$ cat src/sound_distance_bearing_defines.svh
// ----------------------------------------------------------------------------
// Sound distance and bearing: assertion macros
// Shared assertion macros for the sound distance and bearing block.
// ----------------------------------------------------------------------------
`ifndef SOUND_DISTANCE_BEARING_DEFINES_SVH
`define SOUND_DISTANCE_BEARING_DEFINES_SVH

`ifndef SYNTH

`define SDB_ASSERT_IMPL(label, clk, rst, ante, cons) \
   label: assert property (@(posedge clk) disable iff (rst) (ante) |-> (cons)) \
      else $error("sound_distance_bearing: assertion failed");

`define SDB_ASSERT_NEXT(label, clk, rst, ante, cons) \
   label: assert property (@(posedge clk) disable iff (rst) (ante) |=> (cons)) \
      else $error("sound_distance_bearing: assertion failed");

`else

`define SDB_ASSERT_IMPL(label, clk, rst, ante, cons)
`define SDB_ASSERT_NEXT(label, clk, rst, ante, cons)

`endif

`endif

$ cat src/sdb_pkg.sv
// ----------------------------------------------------------------------------
// Sound distance and bearing package
// Types, widths and constant tables shared by the pipeline modules.
// ----------------------------------------------------------------------------
package sdb_pkg;

   localparam int FieldW      = 8;
   localparam int BearingW    = 16;
   localparam int DivStages   = 5;

   localparam int LvlDivW     = 17;
   localparam int LvlSteps    = 3;
   localparam int LvlQuoW     = LvlSteps * DivStages;

   localparam int RatDivW     = 8;
   localparam int RatSteps    = 4;
   localparam int RatQuoW     = RatSteps * DivStages;
   localparam int RatioW      = 16;

   localparam int NumThresh   = 8;
   localparam int IdxW        = $clog2(NumThresh);

   localparam logic [BearingW-1:0] BearingAxisX = 16'h8000;
   localparam logic [BearingW-1:0] BearingAxisY = 16'hF800;

   localparam logic [RatioW-1:0] RatioThresh [NumThresh] = '{
      16'h25A0, 16'h11F0, 16'h0B00, 16'h0730,
      16'h0490, 16'h0290, 16'h00D0, 16'h0000
   };

   localparam logic [BearingW-1:0] BearingCode [NumThresh] = '{
      16'hF800, 16'hE900, 16'hDA00, 16'hCB00,
      16'hBC00, 16'hAD00, 16'h9E00, 16'h8F00
   };

   typedef struct packed {
      logic [LvlDivW-1:0] lvl_rem;
      logic [LvlQuoW-1:0] lvl_quo;
      logic [LvlDivW-1:0] lvl_div;
      logic [RatDivW-1:0] rat_rem;
      logic [RatQuoW-1:0] rat_quo;
      logic [RatDivW-1:0] rat_div;
      logic               x_zero;
      logic               y_zero;
   } work_type;

endpackage

$ cat src/sdb_front.sv
// ----------------------------------------------------------------------------
// Sound distance and bearing: front stage
// Registers an item with its squared distance and sets up both dividers.
// ----------------------------------------------------------------------------
module sdb_front (
   input  logic                        clock,
   input  logic                        reset,
   input  logic                        in_valid,
   output logic                        in_ready,
   input  logic [sdb_pkg::FieldW-1:0]  in_loudness,
   input  logic [sdb_pkg::FieldW-1:0]  in_offset_x,
   input  logic [sdb_pkg::FieldW-1:0]  in_offset_y,
   output logic                        out_valid,
   input  logic                        out_ready,
   output sdb_pkg::work_type           out_work
);
   import sdb_pkg::*;

   logic                 valid_ff;
   work_type             work_ff;
   work_type             work_in;
   logic [2*FieldW-1:0]  sq_x;
   logic [2*FieldW-1:0]  sq_y;

   assign in_ready = !valid_ff || out_ready;

   always_comb begin
      sq_x = (2*FieldW)'(in_offset_x) * (2*FieldW)'(in_offset_x);
      sq_y = (2*FieldW)'(in_offset_y) * (2*FieldW)'(in_offset_y);
      work_in.lvl_rem = '0;
      work_in.lvl_quo = LvlQuoW'({in_loudness, 3'b000});
      work_in.lvl_div = LvlDivW'(sq_x) + LvlDivW'(sq_y) + LvlDivW'(8);
      work_in.rat_rem = '0;
      work_in.rat_quo = RatQuoW'({in_offset_x, 11'b0});
      work_in.rat_div = in_offset_y;
      work_in.x_zero  = (in_offset_x == '0);
      work_in.y_zero  = (in_offset_y == '0);
   end

   always_ff @(posedge clock) begin
      if (reset) begin
         valid_ff <= 1'b0;
      end else if (in_ready) begin
         valid_ff <= in_valid;
      end
   end

   always_ff @(posedge clock) begin
      if (in_ready && in_valid) begin
         work_ff <= work_in;
      end
   end

   assign out_valid = valid_ff;
   assign out_work  = work_ff;

endmodule

$ cat src/sdb_div_stage.sv
// ----------------------------------------------------------------------------
// Sound distance and bearing: divider stage
// Runs three level steps and four ratio steps of restoring division on the quotients.
// ----------------------------------------------------------------------------
`include "sound_distance_bearing_defines.svh"

module sdb_div_stage (
   input  logic              clock,
   input  logic              reset,
   input  logic              in_valid,
   output logic              in_ready,
   input  sdb_pkg::work_type in_work,
   output logic              out_valid,
   input  logic              out_ready,
   output sdb_pkg::work_type out_work
);
   import sdb_pkg::*;

   logic     valid_ff;
   work_type work_ff;
   work_type work_in;

   assign in_ready = !valid_ff || out_ready;

   always_comb begin
      logic [LvlDivW:0] lvl_t;
      logic [RatDivW:0] rat_t;
      work_in = in_work;
      for (int i = 0; i < LvlSteps; i++) begin
         lvl_t = {work_in.lvl_rem, work_in.lvl_quo[LvlQuoW-1]};
         if (lvl_t >= {1'b0, work_in.lvl_div}) begin
            work_in.lvl_rem = LvlDivW'(lvl_t - {1'b0, work_in.lvl_div});
            work_in.lvl_quo = {work_in.lvl_quo[LvlQuoW-2:0], 1'b1};
         end else begin
            work_in.lvl_rem = lvl_t[LvlDivW-1:0];
            work_in.lvl_quo = {work_in.lvl_quo[LvlQuoW-2:0], 1'b0};
         end
      end
      for (int i = 0; i < RatSteps; i++) begin
         rat_t = {work_in.rat_rem, work_in.rat_quo[RatQuoW-1]};
         if (rat_t >= {1'b0, work_in.rat_div}) begin
            work_in.rat_rem = RatDivW'(rat_t - {1'b0, work_in.rat_div});
            work_in.rat_quo = {work_in.rat_quo[RatQuoW-2:0], 1'b1};
         end else begin
            work_in.rat_rem = rat_t[RatDivW-1:0];
            work_in.rat_quo = {work_in.rat_quo[RatQuoW-2:0], 1'b0};
         end
      end
   end

   always_ff @(posedge clock) begin
      if (reset) begin
         valid_ff <= 1'b0;
      end else if (in_ready) begin
         valid_ff <= in_valid;
      end
   end

   always_ff @(posedge clock) begin
      if (in_ready && in_valid) begin
         work_ff <= work_in;
      end
   end

   assign out_valid = valid_ff;
   assign out_work  = work_ff;

   // Partial remainders must stay below their divisors (ratio only for nonzero y); the level divisor is at least 8.
   `SDB_ASSERT_IMPL(a_lvl_rem, clock, reset, valid_ff, work_ff.lvl_rem < work_ff.lvl_div)
   `SDB_ASSERT_IMPL(a_rat_rem, clock, reset, valid_ff && !work_ff.y_zero,
                    work_ff.rat_rem < work_ff.rat_div)
   `SDB_ASSERT_IMPL(a_lvl_div_min, clock, reset, valid_ff,
                    work_ff.lvl_div >= LvlDivW'(8))

endmodule

$ cat src/sdb_bearing.sv
// ----------------------------------------------------------------------------
// Sound distance and bearing: result stage
// Classifies the ratio into a bearing code and registers the result item.
// ----------------------------------------------------------------------------
module sdb_bearing (
   input  logic                          clock,
   input  logic                          reset,
   input  logic                          in_valid,
   output logic                          in_ready,
   input  sdb_pkg::work_type             in_work,
   output logic                          out_valid,
   input  logic                          out_ready,
   output logic [sdb_pkg::FieldW-1:0]    out_level,
   output logic [sdb_pkg::BearingW-1:0]  out_bearing
);
   import sdb_pkg::*;

   logic                valid_ff;
   logic [FieldW-1:0]   level_ff;
   logic [FieldW-1:0]   level_in;
   logic [BearingW-1:0] bearing_ff;
   logic [BearingW-1:0] bearing_in;
   logic [RatioW-1:0]   ratio;
   logic [IdxW-1:0]     idx;

   assign in_ready = !valid_ff || out_ready;
   assign ratio    = in_work.rat_quo[RatioW-1:0];
   assign level_in = in_work.lvl_quo[FieldW-1:0];

   always_comb begin
      idx = IdxW'(NumThresh - 1);
      for (int i = NumThresh - 1; i >= 0; i--) begin
         if (ratio >= RatioThresh[i]) begin
            idx = IdxW'(i);
         end
      end
      if (in_work.x_zero) begin
         bearing_in = BearingAxisX;
      end else if (in_work.y_zero) begin
         bearing_in = BearingAxisY;
      end else begin
         bearing_in = BearingCode[idx];
      end
   end

   always_ff @(posedge clock) begin
      if (reset) begin
         valid_ff <= 1'b0;
      end else if (in_ready) begin
         valid_ff <= in_valid;
      end
   end

   always_ff @(posedge clock) begin
      if (in_ready && in_valid) begin
         level_ff   <= level_in;
         bearing_ff <= bearing_in;
      end
   end

   assign out_valid   = valid_ff;
   assign out_level   = level_ff;
   assign out_bearing = bearing_ff;

endmodule

$ cat src/sound_distance_bearing.sv
// ----------------------------------------------------------------------------
// Sound distance and bearing
// Distance attenuation and quantized direction code for one positional sound.
// ----------------------------------------------------------------------------
// An accepted item passes the front register, the five divider stages and the
// result register. Throughput is one item per cycle while rsp_stall is low;
// every divider stage runs three level steps and four ratio steps of restoring division.
// Reset clears all stage valid bits, which empties the pipeline.
`include "sound_distance_bearing_defines.svh"

module sound_distance_bearing (
   input  logic                          clock,
   input  logic                          reset,
   input  logic                          req_valid,
   output logic                          req_stall,
   input  logic [sdb_pkg::FieldW-1:0]    req_loudness,
   input  logic [sdb_pkg::FieldW-1:0]    req_offset_x,
   input  logic [sdb_pkg::FieldW-1:0]    req_offset_y,
   output logic                          rsp_valid,
   input  logic                          rsp_stall,
   output logic [sdb_pkg::FieldW-1:0]    rsp_level,
   output logic [sdb_pkg::BearingW-1:0]  rsp_bearing
);
   import sdb_pkg::*;

   logic     stg_valid [DivStages+1];
   logic     stg_ready [DivStages+1];
   work_type stg_work  [DivStages+1];
   logic     front_ready;

   assign req_stall = !front_ready;

   sdb_front u_front (
      .clock       (clock),
      .reset       (reset),
      .in_valid    (req_valid),
      .in_ready    (front_ready),
      .in_loudness (req_loudness),
      .in_offset_x (req_offset_x),
      .in_offset_y (req_offset_y),
      .out_valid   (stg_valid[0]),
      .out_ready   (stg_ready[0]),
      .out_work    (stg_work[0])
   );

   for (genvar g = 0; g < DivStages; g++) begin : g_div
      sdb_div_stage u_div (
         .clock     (clock),
         .reset     (reset),
         .in_valid  (stg_valid[g]),
         .in_ready  (stg_ready[g]),
         .in_work   (stg_work[g]),
         .out_valid (stg_valid[g+1]),
         .out_ready (stg_ready[g+1]),
         .out_work  (stg_work[g+1])
      );
   end

   sdb_bearing u_bearing (
      .clock       (clock),
      .reset       (reset),
      .in_valid    (stg_valid[DivStages]),
      .in_ready    (stg_ready[DivStages]),
      .in_work     (stg_work[DivStages]),
      .out_valid   (rsp_valid),
      .out_ready   (!rsp_stall),
      .out_level   (rsp_level),
      .out_bearing (rsp_bearing)
   );

   // Input side stalls only when every stage holds an item and the output waits.
   `SDB_ASSERT_IMPL(a_stall_full, clock, reset, req_stall, rsp_valid && rsp_stall)
   `SDB_ASSERT_IMPL(a_bearing_code, clock, reset, rsp_valid,
                    rsp_bearing == BearingAxisX || rsp_bearing == 16'h8F00 ||
                    rsp_bearing == 16'h9E00 || rsp_bearing == 16'hAD00 ||
                    rsp_bearing == 16'hBC00 || rsp_bearing == 16'hCB00 ||
                    rsp_bearing == 16'hDA00 || rsp_bearing == 16'hE900 ||
                    rsp_bearing == 16'hF800)
   `SDB_ASSERT_NEXT(a_drain, clock, reset, stg_valid[DivStages] && !rsp_stall, rsp_valid)

endmodule
$ cat config.mk
export PLATFORM = sky130hd
export DESIGN_NAME = sound_distance_bearing
export DESIGN_NICKNAME = d
export VERILOG_FILES = /design/src/sdb_pkg.sv /design/src/sdb_front.sv /design/src/sdb_div_stage.sv /design/src/sdb_bearing.sv /design/src/sound_distance_bearing.sv
export VERILOG_INCLUDE_DIRS = /design/src /design/src/src
export SDC_FILE = /design/constraint.sdc
export NUM_CORES = 1
export LEC_CHECK = 0
export BUFFER_PORTS_ARGS = -buffer_cell sky130_fd_sc_hd__buf_4
export CORE_MARGIN = 2
export CORE_UTILIZATION = 60
export CTS_BUF_LIST = sky130_fd_sc_hd__clkbuf_8
export DETAILED_ROUTE_END_ITERATION = 8
export PLACE_DENSITY = 0.88
export SYNTH_ARGS = -nofsm -noshare
export SYNTH_HDL_FRONTEND = slang
export SYNTH_SLANG_ARGS = --single-unit
$ cat constraint.sdc
create_clock -name clock -period 9.3 [get_ports clock]
set_clock_uncertainty 0.1 [all_clocks]
set_input_delay 0 -clock clock [delete_from_list [all_inputs] [get_ports clock]]
set_output_delay 0 -clock clock [all_outputs]
set_load 0.01 [all_outputs]
* After elaboration in Yosys (flattened, before gate mapping)
Memory sizes are Yosys's and may differ from the RTL's.
Cells that the tools add are included.
** Storage, ports and cells
- Memory bits (read-only) :: 128
- Memories :: 1
- Logic and storage cells :: 205
- Input bits :: 28
- Output and inout bits :: 26
- Register bits :: 448
** Memory list
- (no name shown) :: words 8, bits a word 16, read ports 1, clocked after Yosys merged registers in 0, write ports 0, RTL line sdb_bearing.sv:42 : bearing_in = BearingCode[idx];
** Operators by class
- Multiply operators :: 2
- Bitwise gates (word level) :: 1
- Order comparisons :: 43
- Mux-type cells :: 45
- Reduce and logical (&&, ||, !) cells :: 26
- $add $sub $neg :: 35
** Operators by type and width (number)
- two-way mux 28 bit :: 19
- two-way mux 32 bit :: 14
- >= comparator 18 x 17 -> 1 bit :: 14
- subtractor 17 bit :: 13
- >= comparator 9 x 8 -> 1 bit :: 19
- subtractor 8 bit :: 18
- >= comparator 16 x 11 -> 1 bit, second input constant :: 2
- multiplier 8 x 8 -> 16 bit :: 2
- two-way mux 16 bit :: 2
- adder 16 x 16 -> 17 bit :: 1
- adder 17 x 4 -> 17 bit, second input constant :: 1
- >= comparator 1 x 17 -> 1 bit, first input constant :: 1
- subtractor 1 x 17 -> 17 bit, first input constant :: 1
- >= comparator 16 x 10 -> 1 bit, second input constant :: 1
- >= comparator 16 x 12 -> 1 bit, second input constant :: 1
- >= comparator 16 x 13 -> 1 bit, second input constant :: 1
- >= comparator 16 x 14 -> 1 bit, second input constant :: 1
- >= comparator 16 x 8 -> 1 bit, second input constant :: 1
- zero test 8 bit :: 2
- two-way mux 15 bit :: 1
- two-way mux 3 bit :: 4
- zero test 1 bit :: 9
- >= comparator 1 x 8 -> 1 bit, first input constant :: 1
- subtractor 1 x 8 -> 8 bit, first input constant :: 1
- other kinds (7) :: 22

* Logic depth before layout (Yosys ltp)
Gate-level depths: netlist of run 1.
- Depth in word-level cells :: 13
- Mapped depth :: 42
- Gate-level depth less buffers :: 40

* By module
Synthesis of run 1 repeated with hierarchy kept, for this count alone.
** Unflattened totals
- Cells, all modules :: 4329
- Area total of the unflattened synthesis :: 43651.9 um2
** By module, submodules not included
- sdb_div_stage (g_div[3].u_div) :: instances 1, area an instance 7636.1 um2, sequential area each 2632.5 um2, cells an instance 775
- sdb_div_stage (g_div[4].u_div) :: instances 1, area an instance 7594.8 um2, sequential area each 2632.5 um2, cells an instance 770
- sdb_div_stage (g_div[1].u_div) :: instances 1, area an instance 7557.2 um2, sequential area each 2632.5 um2, cells an instance 769
- sdb_div_stage (g_div[2].u_div) :: instances 1, area an instance 7458.4 um2, sequential area each 2632.5 um2, cells an instance 745
- sdb_div_stage (g_div[0].u_div) :: instances 1, area an instance 7347.0 um2, sequential area each 2632.5 um2, cells an instance 726
- sdb_front :: instances 1, area an instance 5208.7 um2, sequential area each 1311.3 um2, cells an instance 468
- sdb_bearing :: instances 1, area an instance 842.1 um2, sequential area each 470.5 um2, cells an instance 74
- sound_distance_bearing :: instances 1, area an instance 7.5 um2, sequential area each 0.0 um2, cells an instance 2

* Worst setup path before layout of run 1
OpenSTA, ideal clock, no wires.
- Path kind :: register to register
- Start point :: register g_div[1].u_div.work_ff (netlist bit g_div[1].u_div.out_work[3])
- End point :: register g_div[2].u_div.work_ff (netlist bit g_div[2].u_div.out_work[34]) (data pin)
- Stages on the path, launching flop included :: 39
- Data arrival time :: 8276 ps
- Library setup time :: 261 ps
- Buffers on the path :: 4
- Data required time :: 8939 ps
- Setup slack :: 664 ps
- Cell sequence :: edfxtp_1 -> inv_1 -> ha_1 -> nor2b_1 -> o31ai_1 -> a21oi_1 -> o41ai_1 -> clkbuf_1 -> nor2_1 -> a21oi_1 -> inv_1 -> ha_1 -> nor2b_1 -> o31ai_1 -> a21oi_1 -> o31ai_1 -> nand2b_1 -> clkbuf_1 -> [... 3 more ...] -> nor2_1 -> a211o_1 -> o31ai_1 -> o21ai_0 -> a31oi_1 -> clkbuf_1 -> mux2_2 -> ha_1 -> and3_1 -> o21ai_0 -> a31oi_1 -> inv_1 -> a21boi_0 -> or2_2 -> nor3_1 -> clkbuf_1 -> nor3_1 -> a221o_1
** RTL lines
- start, declared :: RTL line sdb_div_stage.sv:20 : work_type work_ff;
- start signal, assigned :: RTL line sdb_div_stage.sv:61 : work_ff <= work_in;
- end signal, assigned :: RTL line sdb_div_stage.sv:61
- end, declared :: RTL line sdb_div_stage.sv:20

==> flow_summary.json, run 1 <==
{
  "io_pins": 54,
  "worst_pin_slew_ns": 1.04,
  "drt_iter0_drc": 1663,
  "worstSetupStartpointType": "register",
  "clkTransAtPathRegs_ns": 0.06,
  "cts-root-buf": "clkbuf_8",
  "core-area_um2": 54100,
  "ys_seq_area_share_pct": 30.1,
  "timing_max_transition_violations_final": 0,
  "syn_area_um2": 33000,
  "viasPerCell": 6.14,
  "routed_wl_mm": 76.2,
  "slew_headroom_pct": 30.7,
  "crit_required_ns": 9.62,
  "synth_top_family_by_area": "adder cells",
  "synth_edf_count": 326,
  "fin_area_um2": 35900,
  "endpoint_kind": "register",
  "final_cell_mix": "ha_1 (409), inv_1 (351), edfxtp_1 (326), nor2_1 (253), a21oi_1 (231)",
  "antenna_found_initial": 1,
  "clock-sinks": 333,
  "ys_ff_latch": 333,
  "hold_viol": 0,
  "maxCapViolCount": 0,
  "max_freq_ghz": 0.112,
  "outcome": "complete, no violations",
  "rows": 85,
  "fp.dieW_um": 239,
  "drtAntennaViolNets": 0,
  "setup_viol": 0,
  "yosysUniqueCellTypes": 91,
  "synth-simple-area-share_pct": 13.4,
  "die_h_um": 239,
  "dr.pass1.iters": 6,
  "num-nets-final": 4103,
  "crit_buf_inv": 6,
  "async_flop_share_pct": 0,
  "grt_pass1_vias": 26400,
  "worstSkewPairLatency_ns": 0.67,
  "synth-adder-area-share_pct": 21.5,
  "period_needed_ns": 8.93,
  "final_common_cell": "ha_1",
  "grt_overflow_total": 0,
  "synth-xor-area-share_pct": 6.85,
  "path_delay_family": "compound AO/OA/AOI/OAI gates",
  "cts_htree_levels": 2,
  "layout-drive-gt1-share_pct": 10.2,
  "multi_input_area_um2": 21600,
  "yosys_warnings": 0,
  "placed_area_um2": 34200,
  "initial_core_util_pct": 61.0,
  "synth_compound_area_share_pct": 17.0,
  "drc_errors": 0,
  "cp_max_fo": 12,
  "crit_top_cell": "o21ai_0",
  "crit_type": "reg2reg",
  "grt_max_degree": 66,
  "synthCells": 3454,
  "regArea_um2": 9930,
  "clk_path_buf_depth": 3,
  "cts_buffers": 54,
  "min_path_type": "in2reg",
  "grt_pass1_wl_mm": 127,
  "synthFlopType": "edfxtp_1",
  "period_share_pct": 96.0,
  "portBuffers": 44,
  "muxShareOfSynthArea_pct": 6.40,
  "route.vias.total": 26500,
  "wl_per_cell_um": 17.7,
  "critPathArrivalTime_ns": 9.24,
  "max_stage_delay_ns": 0.45,
  "cts_tree": "yes",
  "worst_hold_slack_ns": 0.0384,
  "fillCellCount": 3964,
  "cp_slowest_cell": "edfxtp_1",
  "die_area_um2": 56900,
  "place_congestion": 0.952,
  "dp_hpwl_mm": 59.1,
  "areaGrowthSynthToFinish_pct": 8.73,
  "grt_usage_pct": 27.0,
  "antennaDiodeCount": 0,
  "synth_area_per_cell_um2": 9.55
}
## sequential cells by signal, indices dropped and copies added, names as in the netlist
name / cells
u_front.out_work: 43
g_div.u_div.out_valid: 5
u_bearing.out_valid: 1
u_front.out_valid: 1
u_bearing.out_level: 8
g_div.u_div.out_work: 268
u_bearing.out_bearing: 7
## timing repair
| action | CTS | global route |
|---|---|---|
| setup buffers | 0 | 7 |
| hold buffers | 36 | 0 |
| endpoints found under the hold margin | 59 | 0 |
| setup endpoints to repair | 0 | 28 |
| gates resized for setup | 0 | 8 |
## layer usage
metal	global-route usage [%]	vias up	wire, µm
met3	3.52	209	4390
li1	-	12800	-
met2	47.2	903	37100
met1	33.5	12600	31600
met5	0	-	10
met4	11.4	2	3090
## final timing paths
path / start / to / slack (ns) / cells after the start
max: g_div[0].u_div.out_work[3] / g_div[1].u_div.out_work[37] / 0.37 / 39
min: req_loudness[5] / u_front.out_work[63] / 0.04 / 2
max reg2reg: g_div[0].u_div.out_work[3] / g_div[1].u_div.out_work[37] / 0.37 / 39
min reg2reg: g_div[2].u_div.out_work[16] / g_div[3].u_div.out_work[20] / 0.31 / 0
## cell usage after synthesis (10+ instances only)
cell type  count  area share, %
a211o_1       12           0.32
o21bai_1      28           0.64
and3_1        27           0.51
nor2_1       254            2.9
nand4_1       41           0.78
o41ai_1       13           0.35
or2_2         17           0.32
nand3_1       55           0.83
o31a_1        17           0.45
or3_1         25           0.47
o211ai_1      10           0.23
xnor2_1      177            4.7
a21oi_1      234            3.5
buf_4         10           0.23
a21boi_0      14           0.32
and2_1        52           0.99
a31oi_1       31           0.59
ha_1         409             16
nand2_1      206            2.3
o21a_1        59            1.3
a211oi_1      25           0.57
mux2_2       139            4.7
inv_1        343            3.9
o21ai_0      192            2.9
o31ai_1       19           0.43
xor2_1        81            2.2
fa_1          98            5.9
nor4_1        13           0.25
edfxtp_1     326             30
mux2i_1       46            1.4
nand2b_1      50           0.95
nor2b_1       60            1.1
nor3_1        67            1.0
a21o_1        86            2.0
clkbuf_1      46           0.52
o221ai_1      17           0.45
## through the flow
step | std cells | util (%) | setup TNS, ns | setup slack [ns]
detailed placement | 4165 | 63.2 | 0 | 0.241
global placement | 4165 | 63.2 | 0 | 0.669
finish | 4309 | 66.3 | 0 | 0.374
floorplan | 3464 | - | 0 | 0.664
CTS | 4302 | 66.1 | 0 | 0.204
global route | 4309 | 66.3 | -0.149 | -0.0390
## logic make-up (layout without fill, tap and decap cells)
logic type,Yosys count,count (layout)
buffers and inverters,409,558
flip-flops,333,333
AO/OA/AOI/OAI,851,851
XOR/XNOR,258,258
other,2,12
AND/OR/NAND/NOR,903,903
adder cells (fa/ha/maj),507,507
multiplexers,191,191
## area by class of cell
cell class | count | share of cell area [%]
Timing Repair Buffer | 112 | 2.59
Clock buffer | 61 | 2.34
Inverter | 345 | 3.61
Clock inverter | 40 | 1.10
Sequential cell | 333 | 27.7
Tap cell | 696 | 2.43
Multi-Input combinational cell | 2722 | 60.3
Power of run 1 is not shown: default switching activity piles up to over one toggle a cycle in this logic, so the estimate is an artifact.
==> run 2, diff against run 1 <==
--- a/config.mk
+++ b/config.mk
@@ -6,7 +6,8 @@
 export SDC_FILE = /design/constraint.sdc
 export NUM_CORES = 1
 export LEC_CHECK = 0
-export BUFFER_PORTS_ARGS = -buffer_cell sky130_fd_sc_hd__buf_4
+export BUFFER_PORTS_ARGS = -buffer_cell sky130_fd_sc_hd__buf_2
+export CORE_ASPECT_RATIO = 1.25
 export CORE_MARGIN = 2
 export CORE_UTILIZATION = 60
 export CTS_BUF_LIST = sky130_fd_sc_hd__clkbuf_8
==> flow_summary.json, run 2 (synthesis gave the netlist of run 1 again) <==
{
  "path_delay_family": "compound AO/OA/AOI/OAI gates",
  "reg2reg_depth": 41,
  "pre_cts_slack_ns": 0.489,
  "cp_slowest_cell": "a211oi_1",
  "cts_buffers": 54,
  "hold_viol": 0,
  "regToRegSetupSlack_ns": 0.50,
  "wl_per_cell_um": 18.1,
  "max_freq_ghz": 0.114,
  "endpoint_kind": "register",
  "layout-drive-gt1-share_pct": 10.0,
  "setup_viol": 0,
  "largest_reg_flops": 268,
  "areaGrowthSynthToFinish_pct": 8.12,
  "grt_pass1_wl_mm": 127,
  "clkTransAtPathRegs_ns": 0.06,
  "initial_core_util_pct": 60.4,
  "outcome": "complete, no violations",
  "route.vias.total": 26800,
  "timing_max_transition_violations_final": 0,
  "dp_hpwl_mm": 60.5,
  "slew_headroom_pct": 30.6,
  "num-nets-final": 4109,
  "clock-sinks": 333,
  "worst_pin_slew_ns": 1.04,
  "crit_required_ns": 9.60,
  "grt_overflow_total": 0,
  "viasPerCell": 6.15,
  "maxCapViolCount": 0,
  "fin_ws_ns": 0.498,
  "min_path_type": "in2reg",
  "critPathArrivalTime_ns": 9.10,
  "worst_hold_slack_ns": 0.0436,
  "die_h_um": 266,
  "whs_path_depth": 2,
  "drc_errors": 0,
  "die_area_um2": 56900,
  "worstSkewPairLatency_ns": 0.66,
  "grt_usage_pct": 27.6,
  "crit_top_cell": "o21ai_0",
  "fp.dieW_um": 214,
  "clk_path_buf_depth": 3,
  "portBuffers": 44,
  "final_cell_mix": "ha_1 (409), inv_1 (353), edfxtp_1 (326), nor2_1 (253), a21oi_1 (233)",
  "crit_cells": 41,
  "antenna_found_initial": 1,
  "cts_htree_levels": 2,
  "place_congestion": 0.947,
  "core-area_um2": 54700,
  "grt_max_degree": 66,
  "drtAntennaViolNets": 0,
  "rows": 96,
  "crit_type": "reg2reg",
  "max_stage_delay_ns": 0.41,
  "fillCellCount": 3997,
  "cts-root-buf": "clkbuf_8",
  "routed_wl_mm": 78.8,
  "io_pins": 54,
  "fin_setup_tns_ns": 0,
  "cp_max_fo": 12,
  "crit_buf_inv": 8,
  "dr.pass1.iters": 6,
  "period_share_pct": 94.6,
  "drt_iter0_drc": 1850,
  "cts_tree": "yes",
  "period_needed_ns": 8.80,
  "worstSetupStartpointType": "register",
  "grt_pass1_vias": 27100,
  "final_common_cell": "ha_1"
}
[run 2: cell count changes in the layout (fill, tap and decap cells not counted), moves of 2 or more]
cell / previous run / this run
buf_2: 0 / 44
clkinv_2: 9 / 7
a21oi_1: 231 / 233
clkbuf_8: 61 / 54
a21oi_2: 6 / 4
bufinv_16: 7 / 4
inv_1: 351 / 353
dlygate4sd3_1: 36 / 34
clkinv_1: 7 / 15
buf_4: 76 / 40
[run 2: path summary, 6_finish.rpt]
kind,startpoint,endpoint
hold / removal,req_loudness[1],u_front.out_work[59]
hold reg to reg,g_div[3].u_div.out_work[56],g_div[4].u_div.out_work[59]
setup reg to reg,g_div[0].u_div.out_work[8],g_div[1].u_div.out_work[34]
setup / recovery,g_div[0].u_div.out_work[8],g_div[1].u_div.out_work[34]
[run 2: routing by layer]
layer / up-vias / track usage [%] / share of wire [%]
li1: 12800 / - / -
met1: 12700 / 30.4 / 38
met2: 971 / 50.5 / 51
met3: 345 / 3.22 / 4.8
met4: 0 / 16.4 / 6.4
met5: - / 0 / 0
[run 2: timing repair]
action	CTS	global route
gates resized for setup	0	4
setup buffers	0	11
endpoints found under the hold margin	52	0
hold buffers	34	0
setup endpoints to repair	0	35
[run 2: through the flow]
stage               instance area, µm²  std cells  util [%]
floorplan                        33000       3464         -
global placement                 34200       4208      62.5
detailed placement               34200       4208      62.5
CTS                              35600       4341      65.1
global route                     35700       4353      65.3
finish                           35700       4353      65.3
[run 2: cell type report]
cell class | count | area, µm² | share of cell area (%)
Clock inverter | 45 | 328 | 0.919
Timing Repair Buffer | 118 | 861 | 2.41
Clock buffer | 54 | 743 | 2.08
Multi-Input combinational cell | 2722 | 21600 | 60.5
Sequential cell | 333 | 9930 | 27.8
Inverter | 345 | 1290 | 3.63
Antenna cell | 1 | 2.50 | 0.00701
Tap cell | 735 | 920 | 2.58
[run 2: worst reg2reg max path: cells and delay by family, from the launching register on]
family                     cells  cell delay (ns)
DFF                            1             0.38
adders and majority gates      4             1.22
and+or+nand+nor                9             1.20
buffers and inverters          8             1.10
muxes                          3             0.80
AOI/OAI and AO/OA             17             3.71
Power of run 2 is left out for the same reason.
